<file path="config.mk">
export PLATFORM = sky130hd
export DESIGN_NAME = second_chance_page_replacement_top
export DESIGN_NICKNAME = d
export VERILOG_FILES = /design/src/rtl/scpr_pkg.sv /design/src/rtl/second_chance_page_replacement_top.sv /design/src/rtl/scpr_status_ram.sv /design/src/rtl/scpr_frame_ram.sv
export SDC_FILE = /design/constraint.sdc
export NUM_CORES = 1
export LEC_CHECK = 0
export BUFFER_PORTS_ARGS = -buffer_cell sky130_fd_sc_hd__buf_4
export CORE_MARGIN = 2
export CORE_UTILIZATION = 42
export DETAILED_ROUTE_END_ITERATION = 8
export GPL_ROUTABILITY_DRIVEN = 0
export PLACE_DENSITY = 0.58
export SYNTH_ARGS = -nofsm -noshare
export SYNTH_HDL_FRONTEND = slang
export SYNTH_HIERARCHICAL = 1
export SYNTH_SLANG_ARGS = --single-unit
</file>
<file path="constraint.sdc">
create_clock -name clock -period 6.8 [get_ports clock]
set_input_delay 0.34 -clock clock [delete_from_list [all_inputs] [get_ports clock]]
set_output_delay 0.34 -clock clock [all_outputs]
set_load 0.05 [all_outputs]
</file>
<file path="src/rtl/scpr_pkg.sv">
// shared types and constants for the second-chance page replacement block
// no dependencies; the top module imports this package and the memories take their depth defaults from it
`timescale 1ns / 1ps

package scpr_pkg;

   // fixed field widths of the request, response and csr channels
   localparam int CFG_W          = 5;
   localparam int PAGE_FIELD_W   = 7;
   localparam int FRAME_FIELD_W  = 4;
   localparam int COUNT_W        = 32;

   // default geometry
   localparam int DEFAULT_FRAMES = 16;
   localparam int DEFAULT_PAGES  = 128;

   // frame_count after reset
   localparam logic [CFG_W-1:0] FRAME_COUNT_RESET = 5'd16;

   // one page reference
   typedef struct packed {
      logic [PAGE_FIELD_W-1:0] page;
      logic                    ref_bit;
   } req_type;

   // one reference result
   typedef struct packed {
      logic                     hit;
      logic [FRAME_FIELD_W-1:0] frame;
      logic                     evicted_valid;
      logic [PAGE_FIELD_W-1:0]  evicted_page;
      logic [COUNT_W-1:0]       hit_total;
      logic [COUNT_W-1:0]       miss_total;
   } rsp_type;

endpackage

</file>
<file path="src/rtl/second_chance_page_replacement_top.sv">
// a request is taken in idle and looked up; a hit or a fill then goes to the response register
// once that is free, while an eviction first sweeps n = 1 .. frame_count + 1 frames from the
// hand at one per cycle and then places the page; one request is handled at a time, and a new
// one is taken only once the last is in the response register, which frees the input
// reset: synchronous; afterwards the status table is cleared one page per cycle,
// all PAGES entries, with requests stalled (csr writes are taken throughout)
`timescale 1ns / 1ps

module second_chance_page_replacement_top #(
   parameter int FRAMES = scpr_pkg::DEFAULT_FRAMES,
   parameter int PAGES  = scpr_pkg::DEFAULT_PAGES
) (
   input  logic                            clock,
   input  logic                            reset,
   // request channel
   input  logic                            req_valid,
   output logic                            req_stall,
   input  scpr_pkg::req_type               req_data,
   // response channel
   output logic                            rsp_valid,
   input  logic                            rsp_stall,
   output scpr_pkg::rsp_type               rsp_data,
   // frame_count register write
   input  logic                            csr_valid,
   output logic                            csr_ready,
   input  logic [scpr_pkg::CFG_W-1:0]      csr_data
);

   import scpr_pkg::*;

   localparam int FRAME_W   = (FRAMES > 1) ? $clog2(FRAMES) : 1;
   localparam int FCNT_W    = $clog2(FRAMES + 1);
   localparam int PAGE_W    = $clog2(PAGES);
   localparam int ST_W      = 1 + FRAME_W;
   localparam int FE_W      = PAGE_W + 1;
   localparam int MOD_DEPTH = 2 ** PAGE_FIELD_W;

   typedef enum logic [2:0] {
      S_CLEAR,
      S_IDLE,
      S_LOOK,
      S_SWEEP,
      S_PLACE,
      S_EMIT
   } state_type;

   // page number folded into the table range
   function automatic logic [MOD_DEPTH-1:0][PAGE_W-1:0] build_mod_tbl();
      logic [MOD_DEPTH-1:0][PAGE_W-1:0] t;
      for (int i = 0; i < MOD_DEPTH; i++) begin
         t[i] = PAGE_W'(i % PAGES);
      end
      return t;
   endfunction

   localparam logic [MOD_DEPTH-1:0][PAGE_W-1:0] MOD_TBL = build_mod_tbl();

   // next frame on the clock, wrapping at the frame count
   function automatic logic [FRAME_W-1:0] wrap_inc(input logic [FRAME_W-1:0] a,
                                                   input logic [FCNT_W-1:0]  n);
      logic [FCNT_W-1:0] a_plus;
      a_plus = FCNT_W'(a) + FCNT_W'(1);
      return (a_plus == n) ? '0 : FRAME_W'(a_plus);
   endfunction

   function automatic logic [COUNT_W-1:0] sat_inc(input logic [COUNT_W-1:0] v);
      return (v == '1) ? v : v + COUNT_W'(1);
   endfunction

   // registers
   state_type          state_ff,     state_in;
   logic [PAGE_W-1:0]  clr_ff,       clr_in;
   logic [PAGE_W-1:0]  page_ff,      page_in;
   logic               rb_ff,        rb_in;
   logic [FCNT_W-1:0]  fc_ff,        fc_in;
   logic [FCNT_W-1:0]  fill_ff,      fill_in;
   logic [FRAME_W-1:0] hand_ff,      hand_in;
   logic [FRAME_W-1:0] addr_ff,      addr_in;
   logic               fwd_ff,       fwd_in;
   logic [COUNT_W-1:0] hit_cnt_ff,   hit_cnt_in;
   logic [COUNT_W-1:0] miss_cnt_ff,  miss_cnt_in;
   logic               res_hit_ff,   res_hit_in;
   logic [FRAME_W-1:0] res_frame_ff, res_frame_in;
   logic               res_ev_ff,    res_ev_in;
   logic [PAGE_W-1:0]  res_evp_ff,   res_evp_in;
   logic               rsp_valid_ff, rsp_valid_in;
   rsp_type            rsp_data_ff,  rsp_data_in;
   logic [CFG_W-1:0]   fcount_ff,    fcount_in;

   // memory ports
   logic               st_en, st_we;
   logic [PAGE_W-1:0]  st_addr;
   logic [ST_W-1:0]    st_wdata, st_rdata;
   logic               fr_we, fr_re;
   logic [FRAME_W-1:0] fr_waddr, fr_raddr;
   logic [FE_W-1:0]    fr_wdata, fr_rdata;

   logic [PAGE_W-1:0]  page_mod;
   logic [FCNT_W-1:0]  eff_fc;
   logic               out_free;
   logic               sweep_bit;
   logic [FRAME_W-1:0] sweep_next;
   logic [FRAME_W-1:0] hand_start;

   scpr_status_ram #(
      .DEPTH  (PAGES),
      .DATA_W (ST_W)
   ) u_status (
      .clock (clock),
      .en    (st_en),
      .we    (st_we),
      .addr  (st_addr),
      .wdata (st_wdata),
      .rdata (st_rdata)
   );

   scpr_frame_ram #(
      .DEPTH  (FRAMES),
      .DATA_W (FE_W)
   ) u_frames (
      .clock (clock),
      .we    (fr_we),
      .waddr (fr_waddr),
      .wdata (fr_wdata),
      .re    (fr_re),
      .raddr (fr_raddr),
      .rdata (fr_rdata)
   );

   // effective frame count: zero acts as one, large values clamp to FRAMES
   always_comb begin
      if (fcount_ff == '0) begin
         eff_fc = FCNT_W'(1);
      end else if (32'(fcount_ff) > FRAMES) begin
         eff_fc = FCNT_W'(FRAMES);
      end else begin
         eff_fc = FCNT_W'(fcount_ff);
      end
   end

   assign page_mod   = MOD_TBL[req_data.page];
   assign out_free   = !rsp_valid_ff || !rsp_stall;
   assign sweep_bit  = fr_rdata[0] && !fwd_ff;
   assign sweep_next = wrap_inc(addr_ff, fc_ff);
   assign hand_start = (FCNT_W'(hand_ff) < fc_ff) ? hand_ff : '0;

   // csr port
   assign csr_ready = 1'b1;
   assign fcount_in = (csr_valid && csr_ready) ? csr_data : fcount_ff;

   // sequencer: lookup, fill, clock sweep, placement and response
   always_comb begin
      state_in     = state_ff;
      clr_in       = clr_ff;
      page_in      = page_ff;
      rb_in        = rb_ff;
      fc_in        = fc_ff;
      fill_in      = fill_ff;
      hand_in      = hand_ff;
      addr_in      = addr_ff;
      fwd_in       = 1'b0;
      hit_cnt_in   = hit_cnt_ff;
      miss_cnt_in  = miss_cnt_ff;
      res_hit_in   = res_hit_ff;
      res_frame_in = res_frame_ff;
      res_ev_in    = res_ev_ff;
      res_evp_in   = res_evp_ff;
      rsp_valid_in = rsp_valid_ff && rsp_stall;
      rsp_data_in  = rsp_data_ff;

      st_en    = 1'b0;
      st_we    = 1'b0;
      st_addr  = page_ff;
      st_wdata = '0;
      fr_we    = 1'b0;
      fr_waddr = addr_ff;
      fr_wdata = '0;
      fr_re    = 1'b0;
      fr_raddr = addr_ff;

      case (state_ff)
         S_CLEAR: begin
            st_en   = 1'b1;
            st_we   = 1'b1;
            st_addr = clr_ff;
            if (clr_ff == PAGE_W'(PAGES - 1)) begin
               state_in = S_IDLE;
            end else begin
               clr_in = clr_ff + PAGE_W'(1);
            end
         end

         S_IDLE: begin
            if (req_valid) begin
               page_in  = page_mod;
               rb_in    = req_data.ref_bit;
               fc_in    = eff_fc;
               st_en    = 1'b1;
               st_addr  = page_mod;
               state_in = S_LOOK;
            end
         end

         S_LOOK: begin
            res_ev_in  = 1'b0;
            res_evp_in = '0;
            if (st_rdata[ST_W-1]) begin
               // resident page
               hit_cnt_in   = sat_inc(hit_cnt_ff);
               res_hit_in   = 1'b1;
               res_frame_in = st_rdata[FRAME_W-1:0];
               state_in     = S_EMIT;
            end else begin
               miss_cnt_in = sat_inc(miss_cnt_ff);
               res_hit_in  = 1'b0;
               if (fill_ff < fc_ff) begin
                  // free frame: place with bit clear
                  fr_we        = 1'b1;
                  fr_waddr     = FRAME_W'(fill_ff);
                  fr_wdata     = {page_ff, 1'b0};
                  st_en        = 1'b1;
                  st_we        = 1'b1;
                  st_wdata     = {1'b1, FRAME_W'(fill_ff)};
                  res_frame_in = FRAME_W'(fill_ff);
                  fill_in      = fill_ff + FCNT_W'(1);
                  hand_in      = wrap_inc(FRAME_W'(fill_ff), fc_ff);
                  state_in     = S_EMIT;
               end else begin
                  // start the sweep at the hand
                  fr_re    = 1'b1;
                  fr_raddr = hand_start;
                  addr_in  = hand_start;
                  state_in = S_SWEEP;
               end
            end
         end

         S_SWEEP: begin
            if (sweep_bit) begin
               // second chance: clear the bit and move on
               fr_we    = 1'b1;
               fr_waddr = addr_ff;
               fr_wdata = {fr_rdata[FE_W-1:1], 1'b0};
               fr_re    = 1'b1;
               fr_raddr = sweep_next;
               addr_in  = sweep_next;
               fwd_in   = (sweep_next == addr_ff);
            end else begin
               // victim found: new page takes the frame, old page goes absent
               fr_we        = 1'b1;
               fr_waddr     = addr_ff;
               fr_wdata     = {page_ff, rb_ff};
               st_en        = 1'b1;
               st_we        = 1'b1;
               st_addr      = fr_rdata[FE_W-1:1];
               st_wdata     = '0;
               res_ev_in    = 1'b1;
               res_evp_in   = fr_rdata[FE_W-1:1];
               res_frame_in = addr_ff;
               hand_in      = sweep_next;
               state_in     = S_PLACE;
            end
         end

         S_PLACE: begin
            st_en    = 1'b1;
            st_we    = 1'b1;
            st_addr  = page_ff;
            st_wdata = {1'b1, addr_ff};
            state_in = S_EMIT;
         end

         S_EMIT: begin
            if (out_free) begin
               rsp_valid_in                = 1'b1;
               rsp_data_in.hit             = res_hit_ff;
               rsp_data_in.frame           = FRAME_FIELD_W'(res_frame_ff);
               rsp_data_in.evicted_valid   = res_ev_ff;
               rsp_data_in.evicted_page    = PAGE_FIELD_W'(res_evp_ff);
               rsp_data_in.hit_total       = hit_cnt_ff;
               rsp_data_in.miss_total      = miss_cnt_ff;
               state_in                    = S_IDLE;
            end
         end

         default: begin
            state_in = S_IDLE;
         end
      endcase
   end

   // state and registered outputs
   always_ff @(posedge clock) begin
      if (reset) begin
         state_ff     <= S_CLEAR;
         clr_ff       <= '0;
         fill_ff      <= '0;
         hand_ff      <= '0;
         fwd_ff       <= 1'b0;
         hit_cnt_ff   <= '0;
         miss_cnt_ff  <= '0;
         rsp_valid_ff <= 1'b0;
         fcount_ff    <= FRAME_COUNT_RESET;
      end else begin
         state_ff     <= state_in;
         clr_ff       <= clr_in;
         fill_ff      <= fill_in;
         hand_ff      <= hand_in;
         fwd_ff       <= fwd_in;
         hit_cnt_ff   <= hit_cnt_in;
         miss_cnt_ff  <= miss_cnt_in;
         rsp_valid_ff <= rsp_valid_in;
         fcount_ff    <= fcount_in;
      end
      page_ff      <= page_in;
      rb_ff        <= rb_in;
      fc_ff        <= fc_in;
      addr_ff      <= addr_in;
      res_hit_ff   <= res_hit_in;
      res_frame_ff <= res_frame_in;
      res_ev_ff    <= res_ev_in;
      res_evp_ff   <= res_evp_in;
      rsp_data_ff  <= rsp_data_in;
   end

   assign req_stall = (state_ff != S_IDLE);
   assign rsp_valid = rsp_valid_ff;
   assign rsp_data  = rsp_data_ff;

   // fill level never passes the table size
   assert property (@(posedge clock) disable iff (reset)
      32'(fill_ff) <= FRAMES)
      else $error("fill level beyond frame table");

   // a hit never evicts, and a response without an eviction carries no page number
   assert property (@(posedge clock) disable iff (reset)
      rsp_valid_ff && rsp_data_ff.hit |-> !rsp_data_ff.evicted_valid)
      else $error("hit response reports an eviction");

   assert property (@(posedge clock) disable iff (reset)
      rsp_valid_ff && !rsp_data_ff.evicted_valid |-> rsp_data_ff.evicted_page == '0)
      else $error("evicted page set without eviction");

   // the sweep reads back the frame it just wrote only on a single-frame clock
   assert property (@(posedge clock) disable iff (reset)
      fr_we && fr_re && (fr_waddr == fr_raddr) |-> fc_ff == FCNT_W'(1))
      else $error("frame table read and write collide");

   // counters only move upward
   assert property (@(posedge clock) disable iff (reset)
      !$past(reset) |-> (hit_cnt_ff >= $past(hit_cnt_ff))
                        && (miss_cnt_ff >= $past(miss_cnt_ff)))
      else $error("hit or miss count went backward");

endmodule

</file>
<file path="src/rtl/scpr_status_ram.sv">
// per-page status memory: resident flag and frame index for each page
// single port, registered read data; depth default taken from scpr_pkg
`timescale 1ns / 1ps

module scpr_status_ram #(
   parameter int DEPTH  = scpr_pkg::DEFAULT_PAGES,
   parameter int DATA_W = 5
) (
   input  logic                                       clock,
   input  logic                                       en,
   input  logic                                       we,
   input  logic [((DEPTH > 1) ? $clog2(DEPTH) : 1)-1:0] addr,
   input  logic [DATA_W-1:0]                          wdata,
   output logic [DATA_W-1:0]                          rdata
);

   logic [DATA_W-1:0] mem [DEPTH];
   logic [DATA_W-1:0] rdata_ff;

   // read or write one entry per cycle
   always_ff @(posedge clock) begin
      if (en) begin
         if (we) begin
            mem[addr] <= wdata;
         end else begin
            rdata_ff <= mem[addr];
         end
      end
   end

   assign rdata = rdata_ff;

endmodule

</file>
<file path="src/rtl/scpr_frame_ram.sv">
// frame table memory: resident page and reference bit for each frame
// one write port and one read port, registered read data; depth default from scpr_pkg
`timescale 1ns / 1ps

module scpr_frame_ram #(
   parameter int DEPTH  = scpr_pkg::DEFAULT_FRAMES,
   parameter int DATA_W = 8
) (
   input  logic                                       clock,
   input  logic                                       we,
   input  logic [((DEPTH > 1) ? $clog2(DEPTH) : 1)-1:0] waddr,
   input  logic [DATA_W-1:0]                          wdata,
   input  logic                                       re,
   input  logic [((DEPTH > 1) ? $clog2(DEPTH) : 1)-1:0] raddr,
   output logic [DATA_W-1:0]                          rdata
);

   logic [DATA_W-1:0] mem [DEPTH];
   logic [DATA_W-1:0] rdata_ff;

   // write port
   always_ff @(posedge clock) begin
      if (we) begin
         mem[waddr] <= wdata;
      end
   end

   // read port, returns old data on a same-address write
   always_ff @(posedge clock) begin
      if (re) begin
         rdata_ff <= mem[raddr];
      end
   end

   assign rdata = rdata_ff;

endmodule

</file>
==> metrics.txt, run 1 <==
Tcrit/Tclk final 77.16%; Worst-path clk slew 70 ps; Reg2Reg Setup Slack 1550 ps; H-tree levels 3; VDD IR max 0.0002369 V; RSZ-0062 raised after global routing no; Synth Register Bits 978; CP dominant cell by count nand2_1; gr ovfl total 0; Finish-stage setup viols 0; clk sink count 978; DIE WIDTH 312.1 µm; Total GRT Usage 22.21%; fin nets 2769; M1 GR Usage 29.78%; fin util 47.96%; CP max FO 31; Post-DP Area 0.04191 mm²; Total Wirelength 109800 µm; MaxCap Viol Count 0; FMAX 190.6 MHz; Comb power frac 5.3%; hold endpoint page_ff[3]$_DFFE_PP_; postcts setup bufs 0; global-route wire length before repair 162300 µm; drt wl/cell 26.86 µm; Worst Reg2Reg Path Length in Cells 12; leakage 0.01509 µW; CTS tree done; Pwr per Cell Area 279.2 mW/mm²; Root Buffer Master clkbuf_16; number of port buffers 96; First-pass DRT Iterations 6; switching part of the total power 21.56%; initial detailed-routing violation count 2873; FF-to-FF End u_status/rdata[2]$_DFFE_PP_; crit start category flip-flop; fin crit period 5247 ps; initial antenna violation count 1; antenna cells 0; GR Layer Usage met3 4.545%; hold crit path type in2reg; largest cells by area after synthesis edfxtp_1 67%, dfxtp_1 4.7%, mux2i_1 2.5%; die area 0.09741 mm²; Syn Inst Count 2625; CP max stage delay 680 ps; leading area contributor after synthesis edfxtp_1; top-count cell post-synth edfxtp_1; Area Overhead vs Synth 13.79%; Design Area, Final 0.04537 mm²; WHS Path Cells 2; syn_nets 2658; Critical Path, Cell by Cell nand3b_1 > inv_1 > nand2_1 > nand2_1 > nand2_1 > nand2_4 > nor2b_4 > buf_4 > a222oi_1 > o311ai_0 > and4b_1 > o31ai_1; Num CTS Buffers 102; # rows 113; slew margin rel. 18.41%; synth cell count leaders 884 x edfxtp_1, 224 x nor2_1, 139 x nand2_1; Hold Path Origin req_data[4]; Post-synth EDFFs 884; register share of total power 51.2%; NetSw 2732 µW; worst-case clock buffer depth 3; Filler Cells Inserted 8044; status complete, no violations; GR Util met2 35.95%; Fin. Hold Viols 0; core area 0.09459 mm²; Clk pwr share 43.5%; Critical Path AT 5680 ps; slowest stage cell, crit path nor2b_4; mapped cell area 0.03987 mm²; worst skew pair latency 670 ps; Worst Path Required 7230 ps; Vias per Instance 6.087; # IOs 98; critical path class reg2reg; share of layout cells above drive strength 1 15.02%; Top FF cell, synth edfxtp_1; Clock Skew 31.41 ps; antenna-violating nets left 0; Pint 9936 µW; total number of vias 24880; max-slew violations 0; syn avg cell area 15.19 µm²; yosys warns 6; post-synth cell types 92; Final HPWL DP 68600 µm; Initial Util 42.15%; post-synthesis async set-or-reset flop share 0%; die height 312.1 µm; number of remaining DRC errors 0; setup TNS 0 ps; pin count of the biggest net entering global routing 129; vias in the first global route 24370; register area share after synthesis 71.30%; RR Startpoint state_ff[0]$_SDFFE_PP0P_; top cell type's share of synthesized area 66.58%; busiest grt layer met2; CP Capture Type flip-flop; worst slew pin tran 1221 ps
## cell families (layout without fill, tap and decap cells)
family / Yosys count / in the layout / synth area share (%)
adders and majority gates: 15 / 15 / 0.4707
AOI/OAI and AO/OA: 550 / 550 / 9.901
muxes: 189 / 189 / 6.684
xor gates and xnor gates: 30 / 30 / 0.7281
and+or+nand+nor: 662 / 662 / 8.285
buffers and inverters: 200 / 397 / 2.624
other: 1 / 1 / 0.009405
DFF: 978 / 978 / 71.30
## registers in the layout, indices dropped and copies added, names as in the netlist, 3 cells and up
signal and count:
addr_ff 4, clr_ff 7, fc_ff 5, fcount_ff 5, fill_ff 5, hand_ff 4
hit_cnt_ff 32, miss_cnt_ff 32, page_ff 7, res_evp_ff 7, res_frame_ff 4, rsp_data 77
state_ff 3, u_frames/mem 128, u_frames/rdata 8, u_status/mem 640, u_status/rdata 5
## layout by cell type, fill, tap and decap left out, types with 69 or more instances in the layout
cell type / n
nor2_1: 223
clkbuf_16: 105
dfxtp_1: 94
mux2i_1: 99
a22oi_1: 69
a21oi_1: 101
o21ai_0: 70
edfxtp_1: 884
nand2_1: 132
buf_4: 151
## cell type report
type	instances	area (µm²)	share of cell area (%)
sequential	978	28430	62.66
multi-input combinational	1447	10540	23.24
clock buffer	128	2714	5.982
tap	1265	1583	3.489
timing repair buffer	170	1364	3.006
clock inverter	62	598.1	1.318
inverter	37	138.9	0.3061
## routing by layer
metal | vias up | wire [µm]
li1 | 10660 | -
met1 | 12700 | 44110
met2 | 1292 | 52120
met3 | 228 | 9656
met4 | 2 | 3883
met5 | - | 9
## power by group through the flow
stage          Sequential (µW)  Combinational, µW  Clock, µW
2_1_floorplan             6610                424          0
3_3_place_gp              6610                645          0
3_5_place_dp              6620                647          0
4_1_cts                   6490                658       5610
5_1_grt                   6490                700       5860
6_report                  6490                674       5500
## worst max-delay path, delay by kind of cell (launching register included)
family | cells | cell delay [ps]
AO/OA/AOI/OAI | 3 | 1190
flip-flops | 1 | 570
buffers and inverters | 2 | 860
AND/OR/NAND/NOR | 7 | 2350
## through the flow
stage,hold slack [ps],worst slack (ps),power (µW),std cells
after CTS,1.193,1741,12760,4087
final,48.09,1553,12670,4087
after floorplan,400.3,1727,7035,2625
after global routing,28.92,1368,13050,4087
after global placement,405.0,1868,7259,3882
after detailed placement,404.5,1765,7262,3882
## repair_timing
action,4_1_cts,5_1_grt
hold buffers,15,0
endpoints found under the hold margin,9,0
resized for setup,0,0
## worst max path at each step
stage               slack [ps]                      from                     endpoint  cells after the start
detailed placement        1760  state_ff[0]$_SDFFE_PP0P_  u_status/rdata[2]$_DFFE_PP_                     13
finish                    1550  state_ff[0]$_SDFFE_PP0P_  u_status/rdata[2]$_DFFE_PP_                     12
global placement          1870  state_ff[0]$_SDFFE_PP0P_  u_status/rdata[2]$_DFFE_PP_                     13
global route              1370  state_ff[0]$_SDFFE_PP0P_  u_status/rdata[2]$_DFFE_PP_                     13
CTS                       1740  state_ff[0]$_SDFFE_PP0P_  u_status/rdata[2]$_DFFE_PP_                     13
floorplan                 1730  state_ff[2]$_SDFFE_PP0P_        rsp_data[0]$_DFFE_PP_                      4
Power figures use the tool's default switching activity.
==> inputs of run 2 (changes only) <==
- ABC_AREA: unset -> 1
- PLACE_DENSITY: 0.58 -> 0.6
- clock period: 6.8 -> 4.6 ns (I/O delays scaled with it)
==> metrics.txt, run 2 <==
status complete, no violations; CP max FO 92 (+200%); antenna cells 0 (unchanged); top-count cell post-synth nand2_1; Finished Layout Cells 6166 (+51%); footprint of the multi-input gates 0.01299 mm² (+23%); final worst slack 399.6 ps (-1153 ps); worst hold margin 39.16 ps (-8.938 ps); Finish-stage setup viols 0 (unchanged); storage element area 0.02843 mm² (unchanged); die area 0.1060 mm² (+8.9%); worst skew pair latency 700 ps (+30 ps); core area 0.1022 mm² (+8.0%); syn avg cell area 9.481 µm² (-38%); top cell type's share of synthesized area 61.09% (-5.5 points); synth cell count leaders 2299 x nand2_1, 884 x edfxtp_1, 386 x nor2_1; CTS tree done; leakage 0.02020 µW (+34%); initial detailed-routing violation count 2753 (-4.2%); FMAX 238.1 MHz (+25%); Fin. Hold Viols 0 (unchanged); First-pass DRT Iterations 6 (unchanged); Top FF cell, synth edfxtp_1; syn_nets 4616 (+74%); postcts setup bufs 0 (unchanged); DP Worst Slack 542.3 ps (-1223 ps); CP Capture Type flip-flop; worst slew pin tran 1247 ps (+26.48 ps); slew margin rel. 16.52% (-1.9 points); gr ovfl total 0 (unchanged); number of remaining DRC errors 0 (unchanged); post-synthesis async set-or-reset flop share 0% (unchanged); Placed Cells 5953 (+53%); Area Overhead vs Synth 13.51%; VDD IR max 0.0006337 V (+170%); Total Wirelength 110000 µm (+0.20%); DIE WIDTH 325.6 µm (+4.3%); Num CTS Buffers 102 (unchanged); max FFs per register 640 (unchanged); Vias per Instance 4.982 (-18%); Final HPWL DP 68110 µm (-0.71%); initial antenna violation count 0 (-1); crit start category flip-flop; register area share after synthesis 65.42% (-5.9 points); Tcrit/Tclk final 91.31% (+14 points); Pwr per Cell Area 667.2 mW/mm² (+140%); hold crit path type in2reg; Total GRT Usage 20.51% (-1.7 points); share of layout cells above drive strength 1 8.378% (-6.6 points); H-tree levels 3 (unchanged); worst-case clock buffer depth 3 (unchanged); Hold Buf Count CTS 24 (+9); mapped cell area 0.04345 mm² (+9.0%); Clock Skew 60.64 ps (+29.23 ps); die height 325.6 µm (+4.3%); post-synth cell types 46 (-50%); largest cells by area after synthesis edfxtp_1 61%, nand2_1 20%, dfxtp_1 4.3%; fin crit period 4200 ps (-1047 ps); setup TNS 0 ps (unchanged); Filler Cells Inserted 9496 (+18%); MaxCap Viol Count 0 (unchanged); Root Buffer Master clkbuf_16; max-slew violations 0 (unchanged); Critical Path AT 4640 ps (-1040 ps); critical path class reg2reg; commonest non-fill, non-tap cell in the layout nand2_1; Worst-path clk slew 70 ps (about the same); yosys warns 6 (unchanged); # rows 117 (+3.5%); Reg2Reg Setup Slack 400 ps (-1150 ps); pin count of the biggest net entering global routing 130 (+0.78%); fin nets 4746 (+71%); RSZ-0062 raised after global routing no; Biggest register u_status/mem; cts repair resizes 0 (unchanged); global-route wire length before repair 169800 µm (+4.6%); # IOs 98 (unchanged); Post-synth EDFFs 884 (unchanged); number of port buffers 96 (unchanged); vias in the first global route 29440 (+21%); Syn Inst Count 4583 (+75%); total number of vias 30720 (+23%); Worst Path Required 5040 ps (-2190 ps); leading cell types in the layout, fill and taps excluded 2298 x nand2_1, 884 x edfxtp_1, 382 x nor2_1; clk sink count 978 (unchanged); Synth Register Bits 978 (unchanged); drt wl/cell 17.84 µm (-34%); Initial Util 42.52% (+0.37 points); leading area contributor after synthesis edfxtp_1; antenna-violating nets left 0 (unchanged)
run 2: cell count changes after synthesis, moves of 32 or more:
cell,change
or3_1,-32
nand3_1,+124
a22o_1,-45
a221oi_1,-58
a22oi_1,-69
mux2_2,-36
o21ai_0,-36
nor2_1,+162
inv_1,+223
mux4_2,-40
mux2i_1,-99
o22ai_1,-44
nor2b_1,-34
nand2_1,+2160
run 2: area by class of cell:
type                       count  area share, %
clock inverter                61          1.142
sequential                   978          57.63
tap                         1368          3.470
multi-input combinational   3143          26.34
inverter                     274          2.105
clock buffer                 128          5.578
timing repair buffer         214          3.734
run 2: metal layers:
metal	routed length (µm)	GRT usage (%)	vias up
li1	-	-	15050
met2	49950	32.39	982
met5	0	0	-
met4	2770	6.341	0
met3	8088	3.745	175
met1	49190	28.84	14510
run 2: kinds of logic (layout without fill, tap and decap cells):
kind of cell               after synthesis  count (layout)  share of synthesized area (%)
other                                    1               1                       0.008630
adders and majority gates               15              15                         0.4319
buffers and inverters                  462             677                          4.918
DFF                                    978             978                          65.42
xor gates and xnor gates                31              31                         0.6249
and+or+nand+nor                       2946            2946                          26.69
AOI/OAI and AO/OA                      150             150                          1.906
run 2: worst max-delay path: stages (launching register included):
cell	delay [ps]
dfxtp_1	470
inv_2	90
nor2_4	160
nand2_2	260
inv_2	260
nand2_1	140
o21ai_4	150
nand2_1	130
o2111ai_4	220
inv_8	360
buf_12	290
buf_4	210
nand2_1	70
nand2_1	60
nand2_1	60
nand2_1	50
nand2_1	50
nand2_1	70
nand2_1	60
nand2_1	110
nor2_1	130
nor2_1	60
nor2_1	320
nand2_1	100
run 2: worst paths after layout:
| path | from | endpoint | depth (start not counted) |
|---|---|---|---|
| hold reg to reg | res_ev_ff$_DFFE_PP_ | rsp_data[71]$_DFFE_PP_ | 0 |
| setup / recovery | state_ff[0]$_SDFFE_PP0P_ | u_status/rdata[2]$_DFFE_PP_ | 23 |
| hold / removal | req_valid | page_ff[1]$_DFFE_PP_ | 2 |
| setup reg to reg | state_ff[0]$_SDFFE_PP0P_ | u_status/rdata[2]$_DFFE_PP_ | 23 |
run 2: report_power, final:
group          internal (µW)  total [µW]  switching, µW
clock                   4590        8080           3480
sequential             10700       11000            228
combinational           3620       13900          10200
run 2: through the flow:
step                      cell area (µm²)  power [µW]  util [%]
after CTS                           49320       33000     48.27
after global routing                49320       35000     48.27
after global placement              45770       24840     44.79
after floorplan                     43450       20510         -
after detailed placement            45770       24870     44.79
final                               49320       32910     48.27
